<file path="config.mk">
export PLATFORM = sky130hd
export DESIGN_NAME = button_click_long_press_repeat_top
export DESIGN_NICKNAME = d
export VERILOG_FILES = /design/src/bclp_pkg.sv /design/src/bclp_step.sv /design/src/bclp_out.sv /design/src/button_click_long_press_repeat_top.sv
export SDC_FILE = /design/constraint.sdc
export NUM_CORES = 1
export LEC_CHECK = 0
export ABC_AREA = 1
export BUFFER_PORTS_ARGS = -buffer_cell sky130_fd_sc_hd__buf_2
export CORE_ASPECT_RATIO = 2
export CORE_MARGIN = 10
export CORE_UTILIZATION = 35
export DETAILED_ROUTE_END_ITERATION = 16
export GPL_TIMING_DRIVEN = 0
export REMOVE_ABC_BUFFERS = 1
export SLEW_MARGIN = 10
export SYNTH_ARGS = -nofsm -noshare
export SYNTH_HDL_FRONTEND = slang
export SYNTH_SLANG_ARGS = --single-unit
</file>
<file path="constraint.sdc">
create_clock -name clk -period 13.1 [get_ports clk]
set_clock_uncertainty 0.05 [all_clocks]
set_input_delay 0.655 -clock clk [delete_from_list [all_inputs] [get_ports clk]]
set_output_delay 0.655 -clock clk [all_outputs]
set_load 0.005 [all_outputs]
</file>
<file path="src/bclp_pkg.sv">
// Shared types, constants and helpers for the button click / long-press / repeat block.
package bclp_pkg;

	localparam int unsigned CFG_IDX_W = 1;
	localparam int unsigned CFG_DATA_W = 16;
	localparam int unsigned IVL_W = 7;
	localparam int unsigned RCNT_W = 3;

	// Register indexes
	localparam logic [CFG_IDX_W-1:0] REG_DEBOUNCE = 1'd0;
	localparam logic [CFG_IDX_W-1:0] REG_LONG_PRESS = 1'd1;

	// Register reset values
	localparam logic [CFG_DATA_W-1:0] DEBOUNCE_RST = 16'd50;
	localparam logic [CFG_DATA_W-1:0] LONG_PRESS_RST = 16'd500;

	// Repeat timing
	localparam logic [IVL_W-1:0] START_INTERVAL = 7'd100;
	localparam logic [IVL_W-1:0] MIN_INTERVAL = 7'd50;
	localparam logic [RCNT_W-1:0] REPEATS_BEFORE_SHRINK = 3'd5;

	typedef struct packed {
		logic [CFG_DATA_W-1:0] debounce_ms;
		logic [CFG_DATA_W-1:0] long_press_ms;
	} cfg_t;

	// Event flags, first field in the highest bit
	typedef struct packed {
		logic long_release;
		logic repeat_tick;
		logic long_start;
		logic click;
	} evt_t;

	// floor(iv*9/10) clamped at the minimum; the divide by ten is a multiply by 205 / 2048,
	// exact for products below 1029
	function automatic logic [IVL_W-1:0] shrink_interval(input logic [IVL_W-1:0] iv);
		logic [9:0] p9;
		logic [17:0] q;
		logic [IVL_W-1:0] r;
		p9 = 10'(iv) * 10'd9;
		q = 18'(p9) * 18'd205;
		r = q[17:11];
		if (r < MIN_INTERVAL) begin
			r = MIN_INTERVAL;
		end
		return r;
	endfunction

endpackage

</file>
<file path="src/bclp_step.sv">
// Input register, recognizer state and per-sample event logic.
module bclp_step
	import bclp_pkg::*;
(
	input  logic        clk,
	input  logic        arst_n,
	input  cfg_t        cfg,
	input  logic        in_valid,
	output logic        in_ready,
	input  logic        in_pressed,
	input  logic [31:0] in_now_ms,
	output logic        evt_valid,
	input  logic        evt_ready,
	output evt_t        evt
);

	logic        valid_s1;
	logic        pressed_s1;
	logic [31:0] now_s1;

	logic              held_q;
	logic [31:0]       last_edge_q;
	logic [31:0]       last_repeat_q;
	logic [IVL_W-1:0]  interval_q;
	logic [RCNT_W-1:0] rcnt_q;
	logic              long_seen_q;

	logic [31:0] since_edge;
	logic [31:0] since_repeat;
	logic        settled;
	logic        do_press;
	logic        do_release;
	logic        in_hold;
	logic        fire;
	logic        commit;

	assign in_ready = !valid_s1 || evt_ready;
	assign commit = valid_s1 && evt_ready;

	// Capture the incoming beat
	always_ff @(posedge clk or negedge arst_n) begin
		if (!arst_n) begin
			valid_s1 <= 1'b0;
		end else if (in_ready) begin
			valid_s1 <= in_valid;
		end
	end

	always_ff @(posedge clk) begin
		if (in_ready && in_valid) begin
			pressed_s1 <= in_pressed;
			now_s1 <= in_now_ms;
		end
	end

	// Classify the registered sample
	always_comb begin
		since_edge = now_s1 - last_edge_q;
		since_repeat = now_s1 - last_repeat_q;
		settled = since_edge >= 32'(cfg.debounce_ms);
		do_press = settled && !held_q && pressed_s1;
		do_release = settled && held_q && !pressed_s1;
		in_hold = settled && held_q && pressed_s1 && (since_edge > 32'(cfg.long_press_ms));
		fire = in_hold && (since_repeat > 32'(interval_q));
		evt.click = do_release && (since_edge < 32'(cfg.long_press_ms));
		evt.long_release = do_release && !(since_edge < 32'(cfg.long_press_ms));
		evt.repeat_tick = fire;
		evt.long_start = in_hold && !long_seen_q;
	end

	assign evt_valid = valid_s1;

	// Advance the recognizer state once per delivered sample
	always_ff @(posedge clk or negedge arst_n) begin
		if (!arst_n) begin
			held_q <= 1'b0;
			last_edge_q <= '0;
			last_repeat_q <= '0;
			interval_q <= START_INTERVAL;
			rcnt_q <= '0;
			long_seen_q <= 1'b0;
		end else if (commit) begin
			if (do_press) begin
				held_q <= 1'b1;
				last_edge_q <= now_s1;
				interval_q <= START_INTERVAL;
				rcnt_q <= '0;
			end
			if (do_release) begin
				held_q <= 1'b0;
				last_edge_q <= now_s1;
				if (evt.long_release) begin
					long_seen_q <= 1'b0;
				end
			end
			if (fire) begin
				last_repeat_q <= now_s1;
				if (rcnt_q >= REPEATS_BEFORE_SHRINK && interval_q > MIN_INTERVAL) begin
					interval_q <= shrink_interval(interval_q);
				end
				if (rcnt_q < REPEATS_BEFORE_SHRINK) begin
					rcnt_q <= rcnt_q + 3'd1;
				end
			end
			if (evt.long_start) begin
				long_seen_q <= 1'b1;
			end
		end
	end

endmodule

</file>
<file path="src/bclp_out.sv">
// Result register between the event logic and the output stream.
module bclp_out
	import bclp_pkg::*;
(
	input  logic       clk,
	input  logic       arst_n,
	input  logic       evt_valid,
	output logic       evt_ready,
	input  evt_t       evt,
	output logic       m_tvalid,
	input  logic       m_tready,
	output logic [7:0] m_tdata
);

	logic valid_q;
	evt_t evt_q;

	assign evt_ready = !valid_q || m_tready;

	// Hold the result until the sink takes it
	always_ff @(posedge clk or negedge arst_n) begin
		if (!arst_n) begin
			valid_q <= 1'b0;
		end else if (evt_ready) begin
			valid_q <= evt_valid;
		end
	end

	always_ff @(posedge clk) begin
		if (evt_ready && evt_valid) begin
			evt_q <= evt;
		end
	end

	assign m_tvalid = valid_q;
	assign m_tdata = {4'b0000, evt_q};

endmodule

</file>
<file path="src/button_click_long_press_repeat_top.sv">
// A beat accepted on s_* passes through the input register, then the result register, and waits on m_* for the sink.
// Throughput: one sample per cycle while m_tready stays high; the state update of one sample sits in a single
// stage between the input register and the result register.
// Reset: arst_n clears both stages, the recognizer state and the registers to
// debounce 50 ms and long press 500 ms; no clearing pass is needed.
module button_click_long_press_repeat_top
	import bclp_pkg::*;
(
	input  logic                  clk,
	input  logic                  arst_n,
	input  logic                  cfg_we,
	input  logic [CFG_IDX_W-1:0]  cfg_idx,
	input  logic [CFG_DATA_W-1:0] cfg_data,
	input  logic                  s_tvalid,
	output logic                  s_tready,
	input  logic [39:0]           s_tdata,   // [0] pressed, [32:1] now_ms, [39:33] zero
	output logic                  m_tvalid,
	input  logic                  m_tready,
	output logic [7:0]            m_tdata    // [0] click, [1] long_start, [2] repeat_tick,
	                                         // [3] long_release, [7:4] zero
);

	cfg_t cfg_q;
	logic evt_valid;
	logic evt_ready;
	evt_t evt;

	// Write the configuration registers
	always_ff @(posedge clk or negedge arst_n) begin
		if (!arst_n) begin
			cfg_q.debounce_ms <= DEBOUNCE_RST;
			cfg_q.long_press_ms <= LONG_PRESS_RST;
		end else if (cfg_we) begin
			unique case (cfg_idx)
				REG_DEBOUNCE: cfg_q.debounce_ms <= cfg_data;
				REG_LONG_PRESS: cfg_q.long_press_ms <= cfg_data;
				default: ;
			endcase
		end
	end

	bclp_step u_step (
		.clk        (clk),
		.arst_n     (arst_n),
		.cfg        (cfg_q),
		.in_valid   (s_tvalid),
		.in_ready   (s_tready),
		.in_pressed (s_tdata[0]),
		.in_now_ms  (s_tdata[32:1]),
		.evt_valid  (evt_valid),
		.evt_ready  (evt_ready),
		.evt        (evt)
	);

	bclp_out u_out (
		.clk       (clk),
		.arst_n    (arst_n),
		.evt_valid (evt_valid),
		.evt_ready (evt_ready),
		.evt       (evt),
		.m_tvalid  (m_tvalid),
		.m_tready  (m_tready),
		.m_tdata   (m_tdata)
	);

	// A release event never comes with a hold event
	a_release_excl: assert property (@(posedge clk) disable iff (!arst_n)
		m_tvalid && (m_tdata[0] || m_tdata[3]) |-> !m_tdata[1] && !m_tdata[2])
		else $error("release event paired with hold event");

	// Click and long release exclude each other
	a_click_long: assert property (@(posedge clk) disable iff (!arst_n)
		m_tvalid |-> !(m_tdata[0] && m_tdata[3]))
		else $error("click and long release together");

	// An empty result register always leaves room at the input
	a_ready_empty: assert property (@(posedge clk) disable iff (!arst_n)
		!m_tvalid |-> s_tready)
		else $error("input stalled while output empty");

	// Pad bits of the result stay zero
	a_pad_zero: assert property (@(posedge clk) disable iff (!arst_n)
		m_tvalid |-> m_tdata[7:4] == 4'b0000)
		else $error("result pad bits set");

endmodule

</file>
### Word-level counts from Yosys, hierarchy flattened

Index checks and enable logic that the tools add are counted.
W data, S select, Z words.

| cells by class | value |
|---|---|
| add/subtract/negate cells | 3 |
| multipliers | 2 |
| order comparisons | 8 |
| multiplexer cells | 14 |
| bitwise gates (word level) | 1 |
| reductions and logical operators | 29 |

Operator list:

| operator | number |
|---|---|
| $mux W32 | 2 |
| $sub A32 B32 Y32 | 2 |
| $ge A32 B16 Y1 | 1 |
| $gt A32 B16 Y1 | 1 |
| $gt A32 B7 Y1 | 1 |
| $lt A32 B16 Y1 | 1 |
| $mux W7 | 4 |
| $mul A10 B8 Y18 const B | 1 |
| $logic_and A1 B1 Y1 | 13 |
| $mul A7 B4 Y10 const B | 1 |
| $mux W3 | 3 |
| $reduce_and A2 Y1 | 4 |
| $gt A7 B6 Y1 const B | 1 |
| $lt A7 B6 Y1 const B | 1 |
| $logic_not A1 Y1 | 6 |
| $reduce_bool A2 Y1 | 3 |
| $mux W1 | 5 |
| $add A3 B1 Y3 const B | 1 |
| $ge A3 B3 Y1 const B | 1 |
| $lt A3 B3 Y1 const B | 1 |
| $reduce_and A3 Y1 | 1 |
| $logic_or A1 B1 Y1 | 2 |
| $not A1 Y1 | 1 |

| word-level totals | value |
|---|---|
| register bits | 147 |
| input port bits | 62 |
| output and inout port bits | 10 |
| logic and storage cells | 73 |

### Logic depth before layout (Yosys ltp)

| logic depth | value |
|---|---|
| depth in word-level cells | 8 |
| gate-level depth with buffers | 31 |
| gate-level depth less buffers | 31 |

### Cells and area by module

From an unflattened synthesis, not the netlist that was laid out.

| unflattened totals | value |
|---|---|
| cell total of the unflattened synthesis | 1,940 |
| area total of the unflattened synthesis | 13,449.1 µm² |

Modules (own cells, without submodules):

| module | times used | cells an instance | area an instance (µm²) | seq. area each (µm²) |
|---|---|---|---|---|
| bclp_step | 1 | 1,785 | 11,918.9 | 2,921.6 |
| button_click_long_press_repeat_top | 1 | 140 | 1,331.3 | 812.0 |
| bclp_out | 1 | 15 | 198.9 | 145.1 |

### Worst setup path before layout

Ideal clock, no wire load.

| path | value |
|---|---|
| kind | reg-to-reg |
| start | register u_step.interval_q[1] |
| end | register u_step.interval_q[0] |
| setup time | 0.119 ns |
| arrival time | 5.392 ns |
| data required time | 12.931 ns |
| path slack | 7.539 ns |
| cell stages (with the launch flop) | 27 |
| path buffers | 0 |
| period minus slack after synthesis | 5.561 ns |
| path through | dfrtp_1 -> ha_1 -> ha_1 -> inv_1 -> fa_1 -> o21ai_0 -> xor2_1 -> ha_1 -> fa_1 -> inv_1 -> fa_1 -> fa_1 -> inv_1 -> ha_1 -> nand2_1 -> nor2_1 -> nand3b_1 -> o2111ai_1 -> nand2_1 -> o211ai_1 -> or2_2 -> nand2_1 -> nand2_1 -> nand3_1 -> nand4_1 -> nand3_1 -> nand2_1 |

| between the ends | value |
|---|---|
| longest elaborated chain between the ends | 6 |
| elaborated cells between the ends (all ways) | 10 |
| those cells by class | mul (2); order compare (3); mux (3); reduce/logical (2) |

Ends and longest elaborated chain:

| item | line | source |
|---|---|---|
| start, declared | bclp_step.sv:24 | `logic [IVL_W-1:0] interval_q;` |
| start signal, assigned | bclp_step.sv:99 | `interval_q <= shrink_interval(interval_q);` |
| $mul A7 B4 Y10 | bclp_pkg.sv:41 | `p9 = 10'(iv) * 10'd9;` |
| $mul A10 B8 Y18 | bclp_pkg.sv:42 | `q = 18'(p9) * 18'd205;` |
| $lt A7 B6 Y1 | bclp_pkg.sv:44 | `if (r < MIN_INTERVAL) begin` |
| $mux W7 | bclp_pkg.sv:44 |  |
| $mux W7 | bclp_step.sv:98 | `if (rcnt_q >= REPEATS_BEFORE_SHRINK && interval_q > MIN_INTERVAL) begin` |
| $mux W7 (*) | bclp_step.sv:96 | `if (fire) begin` |

Mark *: on every way between the ends. The rest lies on a longest branch, timed or not.
A chain may end at the register's enable or synchronous reset.

### Worst setup path in the final report

Same ends and word-level chain as after synthesis.

==> impl_table.tex <==
\begin{tabular}{lr}
\hline
Metric & Value \\
\hline
\multicolumn{2}{l}{\textbf{Synth}} \\
Cell accounting for the most synthesized area & dfrtp\_1 \\
Ranking of synthesized cells by area & dfrtp\_1 18\%, nand2\_1 17\%, ha\_1 15\% \\
Number of enable-type register cells in the synthesized netlist & 37 \\
Synth Cell Area & 13,300 sq um \\
Ranking of synthesized cells by instance count & 606 x nand2\_1, 368 x inv\_1, 160 x ha\_1, 128 x nor2\_1, 99 x o21ai\_0 \\
Part of the Yosys area used for sequential elements & 29.1\% \\
Most instantiated library cell after synthesis & nand2\_1 \\
Warning count from the yosys run & 0 \\
Most frequently used flop master after synthesis & dfrtp\_1 \\
Number of synthesized register bits & $\sim$150 \\
Async set-reset flop share out of synthesis & 74.8\% \\
Netlist cell types & 48 \\
Syn avg cell area & 6.99 sq um \\
Share of the synthesized area in the top cell type & 18.4\% \\
Number of standard cells after synthesis & between 1,500 and 2,000 \\
\multicolumn{2}{l}{\textbf{Cells and area}} \\
Layout cell share with drive strength beyond 1 & 7.79\% \\
Signed area change from the synthesized netlist to the final layout & 10.3\% \\
Number of diodes & 0 \\
Count of nets after finishing & 2,205 \\
\multicolumn{2}{l}{\textbf{Clock tree}} \\
Post-CTS Hold Buffers & 0 \\
Inserted Clock Buffers & 17 \\
CTS root buffer & clkbuf\_16 \\
Clock sink total & 147 \\
Deepest level of the CTS H-tree & 4 \\
Number of setup buffers added after CTS & 0 \\
Clock-pin transition on the worst setup and hold timing paths & 0.07 ns \\
TritonCTS clock tree & done \\
Buffer levels on the longest clock path & 2 \\
Clock network latency to the later pin of the worst-skew pair & 0.44 ns \\
Post-cts gate resize count & 0 \\
\multicolumn{2}{l}{\textbf{STA}} \\
Setup repair after global routing missed its margin & no \\
Remaining max-slew budget at the tightest pin & 30.9\% \\
Fmax & 158 MHz \\
Period utilization & just under 50\% \\
Final hold viol count & 0 \\
Tightest Pin Transition & about 1.0 ns \\
Post-layout minimum cycle time & 6.33 ns \\
Setup violation total in the final timing report & 0 \\
Final max-slew violation count & 0 \\
Accumulated negative setup slack & 0 ns \\
\multicolumn{2}{l}{\textbf{Worst setup path}} \\
R2r setup slk & 6.77 ns \\
Largest fanout on the critical path & 7 \\
Required arrival time at the worst endpoint & around 13 ns \\
Element type at the critical path end & flop \\
Worst reg2reg path endpoint & u\_step.interval\_q[0] \\
Classification of the worst setup path & flop to flop \\
Nature of the critical path startpoint & flop \\
Critical path arrival & 6.61 ns \\
Reg2Reg Depth & 26 \\
Critical R2R Launch & u\_step.interval\_q[1] \\
\multicolumn{2}{l}{\textbf{Die}} \\
Die extent in y & 296 um \\
Io pins & 72 \\
Initial cell density of the core & 35.3\% \\
Die Area & approximately 47,000 sq um \\
Cell Rows & 101 \\
Die span in x & around 160 um \\
Core Region & 37,800 sq um \\
\multicolumn{2}{l}{\textbf{Drt}} \\
Antenna Nets Post-Route & 0 \\
WL per Instance & roughly 15 um \\
Count of unresolved DRC violations after routing & 0 \\
Post-detailed-route via-to-cell ratio & 4.83 \\
Violation count after the first detailed-routing iteration & $\sim$540 \\
First-pass DRT Iterations & 5 \\
Via count & 11,800 \\
Detailed-route wire length & 35.8 mm \\
\multicolumn{2}{l}{\textbf{GRT}} \\
Wire length of the first global-routing pass & 58.0 mm \\
Global-route total usage across every layer & 15.7\% \\
Vias in the first global route & 11,600 \\
Remaining global-route overflow & 0 \\
Largest net degree at the start of global routing & 66 \\
Number of antenna violations at the first check in global routing & 0 \\
\multicolumn{2}{l}{\textbf{Job}} \\
Number of maximum-capacitance constraint violations & 0 \\
\multicolumn{2}{l}{\textbf{Placement}} \\
DP Wirelength & approximately 30 mm \\
Count of input and output buffers & 60 \\
Final weighted congestion in routability-driven placement & a little over 0.9 \\
\multicolumn{2}{l}{\textbf{Status}} \\
Run status & complete, no violations \\
\multicolumn{2}{l}{\textbf{Hold path}} \\
Type of the tightest min-delay check & primary input to asynchronous set/reset pin \\
\hline
\end{tabular}
-- worst max-delay path, stage by stage, from the launching register on --
cell and delay, ns:
dfrtp_1 0.50, ha_1 0.34, ha_1 0.17, inv_1 0.06
fa_1 0.40, o21ai_0 0.34, xor2_1 0.34, ha_1 0.35
fa_1 0.55, inv_1 0.05, fa_1 0.49, fa_1 0.55
inv_1 0.04, ha_1 0.33, nand2_1 0.11, nor2_1 0.06
nand3b_1 0.09, o2111ai_1 0.24, nand2_1 0.14, o211ai_1 0.11
or2_2 0.29, nand2_1 0.13, nand2_1 0.10, nand3_1 0.09
nand4_1 0.10, nand3_1 0.15, nand2_1 0.07
-- cell families (layout without fill, tap and decap cells) --
group	after synthesis	after routing	share of synthesized area, %
flops	147	147	29.1
fa+ha+maj	178	178	17.7
compound gates	245	245	10.8
xor+xnor	49	49	3.22
buf+inv	397	465	11.7
other cells	1	4	0.0281
simple gates	890	890	27.4
-- flip-flops by register name, summed over array words and instances (netlist names) --
| register | flops |
|---|---|
| u_step.pressed_s1 | 1 |
| cfg_q | 32 |
| u_step.last_edge_q | 32 |
| u_out.m_tvalid | 1 |
| u_step.now_s1 | 32 |
| u_step.interval_q | 7 |
| u_step.rcnt_q | 3 |
| u_step.held_q | 1 |
| u_step.last_repeat_q | 32 |
| u_step.evt_valid | 1 |
| u_step.long_seen_q | 1 |
| u_out.m_tdata | 4 |
-- worst max-delay path by stage --
stage / from / endpoint / slack [ns] / cells after the start
6_report: u_step.interval_q[1] / u_step.interval_q[0] / 6.77 / 26
3_5_place_dp: u_step.interval_q[1] / u_step.interval_q[0] / 6.78 / 26
4_1_cts: u_step.interval_q[1] / u_step.interval_q[0] / 6.76 / 27
3_3_place_gp: u_step.interval_q[1] / u_step.interval_q[0] / 6.82 / 26
2_1_floorplan: u_step.interval_q[1] / u_step.interval_q[0] / 7.54 / 26
5_1_grt: u_step.interval_q[1] / u_step.interval_q[0] / 6.33 / 26
-- per-stage QoR --
stage                     hold slack (ns)  utilization, %  std cells  worst slack (ns)  instance area (sq um)
after floorplan                     0.309               -       1884              7.54                  13200
after CTS                          0.0873            38.9       2441              6.76                  14700
after global routing                0.109            38.9       2441              6.33                  14700
after detailed placement            0.424            37.3       2409              6.78                  14100
after global placement              0.417            37.2       2407              6.82                  14000
final                              0.0943            38.9       2441              6.77                  14700
-- metal layers --
| metal | global-route usage [%] | part of all wire [%] |
|---|---|---|
| met5 | 0 | 0 |
| met4 | 6.13 | 3.2 |
| met3 | 1.99 | 2.7 |
| met2 | 31.1 | 56 |
| met1 | 15.7 | 38 |
-- area by class of cell --
class                      instances  area [sq um]
clock buffer                      17           425
clock inverter                    15           168
fill                            3947         23100
inverter                         371          1390
multi-input combinational       1366          7910
sequential                       147          3880
tap                              463           579
timing repair buffer              62           354
-- layout by cell type (no fill, tap or decap), types with 3 or more instances in the layout --
master / netlist / layout
nand4_1: 27 / 27
conb_1: 1 / 4
dfstp_2: 12 / 12
a221oi_1: 3 / 3
clkinv_4: 0 / 4
or2_2: 3 / 3
edfxtp_1: 37 / 37
ha_1: 160 / 160
nor2_1: 128 / 128
a21oi_1: 80 / 80
and2_1: 4 / 4
a21o_1: 4 / 4
o21ai_2: 31 / 30
inv_1: 368 / 367
nand2_2: 4 / 4
xnor2_1: 11 / 11
dfrtp_1: 98 / 98
inv_8: 0 / 4
clkbuf_16: 0 / 17
fa_1: 18 / 18
xor2_1: 38 / 38
nor3_1: 15 / 15
nand3_1: 87 / 87
nand2_1: 606 / 606
inv_6: 0 / 3
o21bai_1: 10 / 10
nand3b_1: 5 / 5
buf_2: 4 / 59
o211ai_1: 5 / 5
o21ai_0: 99 / 99
Power is not shown: default switching activity piles up to over one toggle a cycle in this logic, so the estimate is an artifact.
